==> src/design/quantized_channel_scale_top_macros.svh <==
// Assertion macros shared by the quantized channel scale design files.
// Every macro assumes a clock named clk and a synchronous reset named rst in scope.
`ifndef QUANTIZED_CHANNEL_SCALE_TOP_MACROS_SVH
`define QUANTIZED_CHANNEL_SCALE_TOP_MACROS_SVH

// Same-cycle implication.
`define QCS_ASSERT_IMPL(label, ante, cons, msg) \
  label: assert property (@(posedge clk) disable iff (rst) (ante) |-> (cons)) \
    else $error(msg);

// Next-cycle implication.
`define QCS_ASSERT_NEXT(label, ante, cons, msg) \
  label: assert property (@(posedge clk) disable iff (rst) (ante) |=> (cons)) \
    else $error(msg);

`endif

==> src/design/qcs_pkg.sv <==
// Shared types and constants for the quantized channel scale block.
// No dependencies; used by every other design file but the macro header.
package qcs_pkg;

  // Configuration register indexes
  typedef enum logic [2:0] {
    REG_SRC_ZERO      = 3'd0,
    REG_SRC_SCALE     = 3'd1,
    REG_DST_INV_SCALE = 3'd2,
    REG_DST_ZERO      = 3'd3,
    REG_LAYOUT        = 3'd4,
    REG_CHANNEL_COUNT = 3'd5,
    REG_PLANE_SIZE    = 3'd6
  } cfg_reg_t;

  // Input item kinds
  typedef enum logic {
    OP_LOAD   = 1'b0,
    OP_SAMPLE = 1'b1
  } opcode_t;

  localparam int CFG_IDX_W  = 3;
  localparam int CFG_DATA_W = 32;

  localparam int CH_W       = 10;
  localparam int CH_LIMIT   = 1024;
  localparam int PL_W       = 20;
  localparam int PLANE_MAX  = 1048576;

  localparam int QUEUE_DEPTH = 4;
  localparam int QPTR_W      = $clog2(QUEUE_DEPTH);
  localparam int QCNT_W      = $clog2(QUEUE_DEPTH + 1);

  localparam logic [31:0] SCALE_ONE = 32'h0100_0000;  // 1.0 in Q8.24

  typedef struct packed {
    logic [7:0]  src_zero;
    logic [31:0] src_scale;
    logic [31:0] dst_inv_scale;
    logic [7:0]  dst_zero;
    logic        layout;
    logic [10:0] channel_count;
    logic [20:0] plane_size;
  } cfg_t;

  // One sample handed from the front end to the arithmetic back end
  typedef struct packed {
    logic [7:0]      sample;
    logic [CH_W-1:0] ch;
    logic            tensor_end;
    logic [31:0]     scale;
    logic [31:0]     bias;
  } qcs_item_t;

endpackage

==> src/design/qcs_fifo.sv <==
// Short queue of classified samples between front end and back end.
// Depends on qcs_pkg and the assertion macro header.
`include "quantized_channel_scale_top_macros.svh"

module qcs_fifo (
  input  logic                      clk,
  input  logic                      rst,
  input  logic                      push,
  input  qcs_pkg::qcs_item_t        push_item,
  input  logic                      pop,
  output qcs_pkg::qcs_item_t        head,
  output logic                      empty,
  output logic [qcs_pkg::QCNT_W-1:0] level
);

  qcs_pkg::qcs_item_t             entries [qcs_pkg::QUEUE_DEPTH];
  logic [qcs_pkg::QPTR_W-1:0]     wr_ptr;
  logic [qcs_pkg::QPTR_W-1:0]     rd_ptr;

  assign head  = entries[rd_ptr];
  assign empty = (level == '0);

  always_ff @(posedge clk) begin
    if (rst) begin
      wr_ptr <= '0;
      rd_ptr <= '0;
      level  <= '0;
    end else begin
      if (push) wr_ptr <= wr_ptr + 1'b1;
      if (pop)  rd_ptr <= rd_ptr + 1'b1;
      case ({push, pop})
        2'b10:   level <= level + 1'b1;
        2'b01:   level <= level - 1'b1;
        default: level <= level;
      endcase
    end
  end

  always_ff @(posedge clk) begin
    if (push) entries[wr_ptr] <= push_item;
  end

  `QCS_ASSERT_IMPL(a_no_overflow, push, level < qcs_pkg::QCNT_W'(qcs_pkg::QUEUE_DEPTH), "queue overflow")
  `QCS_ASSERT_IMPL(a_no_underflow, pop, !empty, "pop from empty queue")

endmodule

==> config.mk <==
export PLATFORM = sky130hd
export DESIGN_NAME = qcs_fifo
export DESIGN_NICKNAME = d
export VERILOG_FILES = /design/src/design/qcs_pkg.sv /design/src/design/qcs_fifo.sv
export VERILOG_INCLUDE_DIRS = /design/src /design/src/design
export SDC_FILE = /design/constraint.sdc
export NUM_CORES = 1
export LEC_CHECK = 0
export ABC_CLOCK_PERIOD_IN_PS = 6630
export BUFFER_PORTS_ARGS = -buffer_cell sky130_fd_sc_hd__buf_2
export CAP_MARGIN = 15
export CORE_MARGIN = 4
export CORE_UTILIZATION = 55
export DETAILED_ROUTE_END_ITERATION = 6
export PLACE_DENSITY_LB_ADDON = 0.15
export SLEW_MARGIN = 20
export SYNTH_ARGS = -nofsm -noshare
export SYNTH_HDL_FRONTEND = slang
export SYNTH_SLANG_ARGS = --single-unit
==> constraint.sdc <==
create_clock -name clk -period 6.63 [get_ports clk]
set_input_delay 1.326 -clock clk [delete_from_list [all_inputs] [get_ports clk]]
set_output_delay 1.326 -clock clk [all_outputs]
set_load 0.01 [all_outputs]
==> impl_metrics.json, run 1 <==
{
  "cp_data_required_time_ps": 5300,
  "clock_skew_ps": 16.4,
  "r2r-end": "entries[2][3]",
  "ys_ff_latch": 341,
  "hold_viol_final": 0,
  "die_w_um": 158,
  "drtAntennaViolNets": 0,
  "max_cap_viol_count": 0,
  "tightest_slew_ps": 843,
  "start_kind": "flop",
  "setup_viol": 0,
  "ctsHoldBuffers": 0,
  "powerDensity_nw_per_um2": 328,
  "drtIter0Drc": 395,
  "start_util": 0.563,
  "hold_path_end": "level[2]",
  "yosysUniqueCellTypes": 19,
  "cts_resized": 0,
  "gr-total-overflow": 0,
  "coreArea_um2": 22000,
  "dp_hpwl_um": 13000,
  "synth_cells": 479,
  "yosysTopAreaCell": "edfxtp_1",
  "hold_class": "reg -> reg",
  "hold_depth": 2,
  "clk_latency_ps": 510,
  "synth_top_area_frac": 0.804,
  "grt_max_degree": 56,
  "arrival_ps": 2520,
  "tns_ps": 0,
  "final_nets": 770,
  "grt_pass1_vias": 6051,
  "ys_warn_count": 0,
  "min_from": "level[2]",
  "hold_ws_ps": 512,
  "status": "completed",
  "max_slew_margin": 0.438,
  "drv_slew": 0,
  "cp-end-kind": "primary output",
  "rr_worst_depth": 4,
  "fin_crit_ps": 3850,
  "synth_area_um2": 12400,
  "grtUsageTotal": 0.181,
  "rsz0062_at_grt": "false",
  "rrSetupSlack_ps": 4400,
  "yosysSeqAreaShare": 0.818,
  "drt_first_pass_iters": 4,
  "min_period_over_period": 0.580,
  "path_class": "reg -> out",
  "tritoncts": "built",
  "io_pins": 174,
  "die_h_um": 158,
  "vias": 5539,
  "numCtsBuffers": 35,
  "netlist_top_cells_area": "edfxtp_1 80%, mux4_2 15%, dfxtp_1 1.5%",
  "n_fill_cell": 1455,
  "syn-num-nets": 572,
  "grt_first_pass_wirelength_um": 33900,
  "place_inst": 920,
  "clockBufferDepth": 3,
  "r2r_start": "wr_ptr[0]",
  "cts_setup_buffers": 0,
  "gp_congestion": 0.716,
  "p_leak_nw": 4.95,
  "num_rows": 54,
  "wl_um": 21900,
  "die_area_um2": 25000,
  "drcViolationCount": 0,
  "wl_per_cell_um": 22.2,
  "antenna_found_initial": 4,
  "cts.sinks": 341,
  "clk_pin_slew_ps": 60,
  "crit_fanout": 50,
  "area_growth_syn_to_layout_pct": 18.1,
  "final_layout_size_suffix_gt1_frac": 0.452,
  "syn_area_per_cell_um2": 25.9,
  "cts-htree-levels": 2,
  "numPortBuffers": 173,
  "vdd_drop_max_mv": 0.254,
  "instances_no_fill": 985,
  "root_buffer": "clkbuf_16",
  "vias_per_cell": 5.62,
  "fmax_ghz": 0.260
}
==> sequential cells by signal, summed over array words and instances, names as in the netlist, named ones only <==
signal and cells:
entries 332, level 3, rd_ptr 2, wr_ptr 2
==> how the worst max path moves through the flow <==
stage | startpoint | endpoint | slack, ps | cells past startpoint
after global routing | flop | head[9] | 2600 | 3
after global placement | flop | head[1] | 3280 | 3
final | flop | head[9] | 2780 | 3
after floorplan | push | entries[0][0] | 2920 | 1
after CTS | flop | head[1] | 2700 | 3
after detailed placement | flop | head[1] | 3270 | 3
==> worst max-delay path, cell delays in order, from the launching register on <==
cell	delay [ps]
dfxtp_4	680
buf_4	700
mux4_2	430
buf_2	160
==> synth_stat cells <==
library cell and instances:
buf_2 9, clkbuf_1 2, a21oi_1 2, ha_1 5, mux4_2 83, nor2_1 8, inv_1 6, mux2i_1 1
fa_1 1, o21ai_0 1, xor2_1 3, nand2_1 1, and2_1 4, xnor2_1 2, edfxtp_1 332, dfxtp_1 9
buf_6 8, or3_1 1, nor3_1 1
==> report_power, final <==
part / internal, W / switching (W)
Sequential: 0.00248 / 0.0000327
Combinational: 0.000199 / 0.000232
Clock: 0.00110 / 0.000769
==> cell families after synthesis <==
kind of cell,share of synthesized area
DFF,0.818
muxes,0.151
buffers and inverters,0.0133
and+or+nand+nor,0.00565
adders and majority gates,0.00666
xor gates and xnor gates,0.00353
AOI/OAI and AO/OA,0.00121
==> metal layers <==
layer,vias to the layer above,routed length [um],global-route usage
met3,47,1240,0.0443
met2,148,11100,0.302
met4,6,480,0.0532
li1,2458,-,-
met5,-,27,0
met1,2880,9010,0.243
==> cell usage in the layout (no fill, tap or decap) <==
cell / n
o21ai_0: 1
xnor2_1: 2
dfxtp_4: 2
clkinv_1: 8
dfxtp_1: 7
nor2_1: 8
nor3_1: 1
buf_2: 173
a21oi_1: 2
inv_1: 6
inv_8: 1
and2_4: 4
or3_1: 1
buf_4: 7
fa_1: 1
ha_1: 5
edfxtp_1: 332
clkinv_2: 3
xor2_1: 3
clkbuf_1: 6
nand2_1: 1
inv_6: 3
mux4_2: 83
clkinvlp_4: 4
bufinv_16: 3
diode_2: 2
mux2i_1: 1
clkbuf_16: 35
==> cell type report <==
class,count,area (um^2),area share
Sequential cell,341,10200,0.693
Multi-Input combinational cell,113,2100,0.143
Timing Repair Buffer,180,918,0.0627
Clock buffer,41,898,0.0613
Tap cell,280,350,0.0239
Clock inverter,22,203,0.0138
Inverter,6,22.5,0.00154
Antenna cell,2,5.00,0.000342
==> through the flow <==
stage / instance area, um^2 / total power, W / worst slack, ps / util
floorplan: 12400 / 0.00282 / 2920 / -
global placement: 13500 / 0.00299 / 3280 / 0.615
detailed placement: 13500 / 0.00300 / 3270 / 0.615
CTS: 14700 / 0.00487 / 2700 / 0.665
global route: 14700 / 0.00500 / 2600 / 0.665
finish: 14700 / 0.00480 / 2780 / 0.665
Note: power is estimated with default switching activity, not from simulation.
==> inputs of run 2 (changes only) <==
- ABC_CLOCK_PERIOD_IN_PS: 6630 -> 3300
- CORE_UTILIZATION: 55 -> 51
- clock period: 6.63 -> 3.3 ns (I/O delays scaled with it)
==> impl_metrics.json, run 2 (same netlist as run 1, synthesis figures left out) <==
{
  "hold_class": "in -> reg",
  "grtUsageTotal": 0.174,
  "status": "completed",
  "final_nets": 779,
  "rsz0062_at_grt": "false",
  "die_h_um": 164,
  "start_kind": "flop",
  "cp_data_required_time_ps": 2640,
  "area_growth_syn_to_layout_pct": 19.5,
  "drtAntennaViolNets": 0,
  "largest_reg_flops": 332,
  "num_rows": 56,
  "drtIter0Drc": 449,
  "arrival_ps": 2120,
  "top_regs": "entries (332), level (3)",
  "gp_congestion": 0.717,
  "ctsHoldBuffers": 0,
  "dpl_cell_area_um2": 13700,
  "cts_setup_buffers": 0,
  "crit_fanout": 18,
  "grt_max_degree": 40,
  "gr-total-overflow": 0,
  "max_cap_viol_count": 0,
  "vias_per_cell": 5.44,
  "clk_pin_slew_ps": 50,
  "setup_viol": 0,
  "p_leak_nw": 5.02,
  "rr_worst_depth": 4,
  "cts.sinks": 341,
  "drt_first_pass_iters": 4,
  "cp_top_family": "flip-flops",
  "vdd_drop_max_mv": 0.425,
  "max_slew_margin": 0.627,
  "path_class": "reg -> out",
  "drcViolationCount": 0,
  "die_w_um": 164,
  "slowest_delay_ps": 590,
  "final_layout_size_suffix_gt1_frac": 0.453,
  "final_cell_mix": "332 x edfxtp_1, 173 x buf_2, 83 x mux4_2",
  "dp_hpwl_um": 14500,
  "wl_per_cell_um": 22.1,
  "cts-htree-levels": 2,
  "coreArea_um2": 23700,
  "cp_cell_sequence": "buf_4 -> mux4_2 -> buf_2",
  "tightest_slew_ps": 560,
  "clock_skew_ps": 6.41,
  "final_common_cell": "edfxtp_1",
  "min_period_over_period": 0.843,
  "grt_first_pass_wirelength_um": 35300,
  "fin_ws_ps": 517,
  "numPortBuffers": 173,
  "cts_resized": 0,
  "design_area_um2": 14800,
  "numCtsBuffers": 35,
  "fmax_ghz": 0.359,
  "io_pins": 174,
  "vias": 5609,
  "tns_ps": 0,
  "critPathSlowestCell": "dfxtp_4",
  "hold_viol_final": 0,
  "wl_um": 22800,
  "hold_depth": 1,
  "tritoncts": "built",
  "start_util": 0.524,
  "dp_slack_ps": 947,
  "grt_pass1_vias": 6212,
  "top_register": "entries",
  "fin_crit_ps": 2780,
  "die_area_um2": 26900,
  "root_buffer": "clkbuf_16",
  "totalPowerFinal_w": 0.00960,
  "critical_path_depth": 3,
  "clockBufferDepth": 3,
  "path_buf_inv": 2,
  "antenna_found_initial": 4,
  "powerDensity_nw_per_um2": 648,
  "cp-end-kind": "primary output",
  "clk_latency_ps": 490,
  "drv_slew": 0
}
-- run 2: cell types whose count changed in the layout (fill, tap and decap cells not counted) --
cell        change
buf_12          +6
clkinv_1        +4
buf_4           +3
clkinvlp_4      -3
inv_6           -3
clkbuf_16       +2
bufinv_16       -1
clkinv_2        +1
diode_2         -1
inv_8           -1
-- run 2: path summary, 6_finish.rpt --
kind / startpoint / end / slack (ps)
worst max-delay path: flop / head[32] / 520
worst min-delay path: push_item[74] / entries[3][74] / 380
worst max register to register: wr_ptr[0] / entries[2][63] / 1450
worst min register to register: level[2] / level[2] / 530
-- run 2: worst register-to-register path, stage by stage, from the launching register on --
cell and delay (ps):
dfxtp_1 350, inv_1 100, ha_1 150, and2_4 490, buf_4 420
-- run 2: per-layer routing --
layer | GRT usage | vias up | share of wire
met5 | 0 | - | 0.0013
met4 | 0.0499 | 6 | 0.021
met3 | 0.0424 | 40 | 0.068
met2 | 0.296 | 187 | 0.51
met1 | 0.227 | 2915 | 0.40
li1 | - | 2461 | -
-- run 2: through the flow --
stage | cells | hold WS (ps) | util
after floorplan | 479 | 485 | -
after global placement | 968 | 482 | 0.580
after detailed placement | 968 | 524 | 0.580
after CTS | 1030 | 357 | 0.626
after global routing | 1031 | 364 | 0.626
final | 1031 | 382 | 0.626
-- run 2: report_power, final --
group / internal (W) / switching (W) / total (W)
clock network: 0.00219 / 0.00147 / 0.00366
logic: 0.000425 / 0.000470 / 0.000895
registers: 0.00497 / 0.0000760 / 0.00505
total: 0.00759 / 0.00202 / 0.00960
-- run 2: cell type report --
class / count / area [um^2]
flip-flops and latches: 341 / 10200
fillers: 1658 / 8860
multi-input cells: 113 / 2100
repair buffers: 189 / 1060
clock buffers: 43 / 948
well taps: 319 / 399
clock inverters: 19 / 133
inverters: 6 / 22.5
diodes: 1 / 2.50
==> inputs of run 3 (changes only) <==
- ABC_AREA: not set -> 1
- ABC_CLOCK_PERIOD_IN_PS: 3300 -> 2700
- CORE_UTILIZATION: 51 -> 55
- clock period: 3.3 -> 2.7 ns (I/O delays scaled with it)
==> impl_metrics.json, run 3 <==
{
  "multi_input_area_um2": 2170,
  "path_buf_inv": 3,
  "hold_viol_final": 0,
  "die_w_um": 160,
  "num_rows": 55,
  "drv_slew": 0,
  "path_class": "reg -> out",
  "grt_first_pass_wirelength_um": 39500,
  "clockBufferDepth": 3,
  "area_growth_syn_to_layout_pct": 17.8,
  "ys_ff_latch": 341,
  "slowest_delay_ps": 420,
  "wl_per_cell_um": 18.9,
  "synth_commonest_cells": "332 x edfxtp_1, 169 x nor2_1, 112 x o21ai_0",
  "cp-end-kind": "primary output",
  "arrival_ps": 2000,
  "gr-total-overflow": 0,
  "clk_latency_ps": 490,
  "hold_class": "in -> reg",
  "yosysUniqueCellTypes": 20,
  "cts-htree-levels": 2,
  "drt_first_pass_iters": 5,
  "dp_hpwl_um": 14700,
  "final_core_util": 0.660,
  "tns_ps": 0,
  "fmax_ghz": 0.394,
  "yosysSeqAreaShare": 0.797,
  "grt_pass1_vias": 7418,
  "critPathSlowestCell": "dfxtp_4",
  "syn-num-nets": 953,
  "p_leak_nw": 5.30,
  "gp_congestion": 0.741,
  "cp_cell_sequence": "inv_4 -> buf_16 -> o21ai_0 -> o22ai_1 -> buf_2",
  "synth_flop_cell": "edfxtp_1",
  "synth_edf_count": 332,
  "grt_max_degree": 109,
  "vias_per_cell": 5.60,
  "yosysTopAreaCell": "edfxtp_1",
  "cts.sinks": 341,
  "final_cell_mix": "332 x edfxtp_1, 173 x buf_2, 169 x nor2_1",
  "max_slew_margin": 0.631,
  "synth_cells": 860,
  "setup_viol": 0,
  "rsz0062_at_grt": "false",
  "yosysMostFrequentCell": "edfxtp_1",
  "clock_skew_ps": 8.38,
  "root_buffer": "clkbuf_16",
  "cp_top_family": "buffers and inverters",
  "vdd_drop_max_mv": 0.585,
  "fin_crit_ps": 2540,
  "min_period_over_period": 0.940,
  "intPower_w": 0.00910,
  "register_area_um2": 10200,
  "io_pins": 174,
  "comb_power_share": 0.090,
  "vias": 7535,
  "final_nets": 1129,
  "powerDensity_nw_per_um2": 776,
  "antenna_found_initial": 2,
  "p_sw_w": 0.00254,
  "drtIter0Drc": 493,
  "die_area_um2": 25700,
  "syn_area_per_cell_um2": 14.8,
  "p_seq_frac": 0.524,
  "ys_warn_count": 0,
  "async_flop_share": 0,
  "hold_ws_ps": 256,
  "synth_area_um2": 12700,
  "largest_reg_flops": 332,
  "drcViolationCount": 0,
  "grtUsageTotal": 0.195,
  "crit_fanout": 65,
  "start_util": 0.561,
  "top_register": "entries",
  "n_fill_cell": 1644,
  "antenna_cells": 0,
  "final_layout_size_suffix_gt1_frac": 0.233,
  "clk_pin_slew_ps": 60,
  "numCtsBuffers": 35,
  "final_common_cell": "edfxtp_1",
  "cp_data_required_time_ps": 2160,
  "status": "completed",
  "swShare": 0.218,
  "synth_top_area_frac": 0.783,
  "netlist_top_cells_area": "edfxtp_1 78%, nor2_1 5.0%, o21ai_0 4.4%",
  "numPortBuffers": 173,
  "wl_um": 25500,
  "max_cap_viol_count": 0,
  "clkPwrFrac": 0.385,
  "tritoncts": "built",
  "start_kind": "flop",
  "drtAntennaViolNets": 0,
  "die_h_um": 160,
  "tightest_slew_ps": 553,
  "top_regs": "entries (332), level (3)",
  "coreArea_um2": 22700
}
[run 3: cell types whose count changed after synthesis, sizes merged, moves of 2 or more]
| cell | previous run | this run |
|---|---|---|
| mux4 | 83 | 0 |
| nand2 | 1 | 9 |
| inv | 6 | 18 |
| o21ai | 1 | 172 |
| and2 | 4 | 0 |
| clkbuf | 2 | 24 |
| buf | 17 | 30 |
| xnor2 | 2 | 0 |
| xor2 | 3 | 0 |
| nor2 | 8 | 169 |
| o22ai | 0 | 83 |
| a21oi | 2 | 5 |
[run 3: path summary, 6_finish.rpt]
kind / startpoint / endpoint / slack [ps] / cells after the start
setup / recovery: flop / head[63] / 160 / 5
hold / removal: push_item[1] / entries[1][1] / 260 / 1
setup reg to reg: wr_ptr[1] / entries[1][58] / 900 / 5
hold reg to reg: rd_ptr[1] / flop / 450 / 1
[run 3: final cells by class]
class | count | share of cell area
Sequential cell | 341 | 0.677
Multi-Input combinational cell | 447 | 0.145
Timing Repair Buffer | 193 | 0.0773
Clock buffer | 47 | 0.0642
Tap cell | 285 | 0.0238
Clock inverter | 15 | 0.00784
Inverter | 18 | 0.00501
[run 3: layer usage]
| metal | wire [um] | vias up | GRT usage |
|---|---|---|---|
| met4 | 309 | 4 | 0.0415 |
| met5 | 20 | - | 0 |
| met3 | 1920 | 32 | 0.0490 |
| met2 | 12400 | 248 | 0.325 |
| met1 | 10800 | 3647 | 0.264 |
| li1 | - | 3604 | - |
[run 3: repair_timing]
item / 4_1_cts / 5_1_grt
hold buffers: 0 / 0
setup endpoints to repair: 0 / 4
setup buffers: 0 / 0
gates resized for setup: 0 / 3
endpoints found under the hold margin: 0 / 0
[run 3: kinds of logic after synthesis]
kind of cell / Yosys count / share of synthesized area
flops: 341 / 0.797
compound gates: 260 / 0.110
simple gates: 181 / 0.0537
buf+inv: 72 / 0.0325
fa+ha+maj: 6 / 0.00648
[run 3: power by group through the flow]
stage,clock network [W],registers [W],logic [W]
after floorplan,0,0.00621,0.000598
after global placement,0,0.00621,0.00104
after detailed placement,0,0.00621,0.00106
after CTS,0.00459,0.00610,0.00106
after global routing,0.00484,0.00612,0.00116
final,0.00449,0.00610,0.00105
[run 3: metrics by stage]
stage               instance area, um^2  total power (W)  worst slack (ps)  cells
floorplan                         12700          0.00681              68.1    860
global route                      15000           0.0121              6.41   1346
detailed placement                13900          0.00727               631   1284
CTS                               15000           0.0118              88.9   1346
global placement                  13900          0.00725               669   1284
finish                            15000           0.0116               162   1346
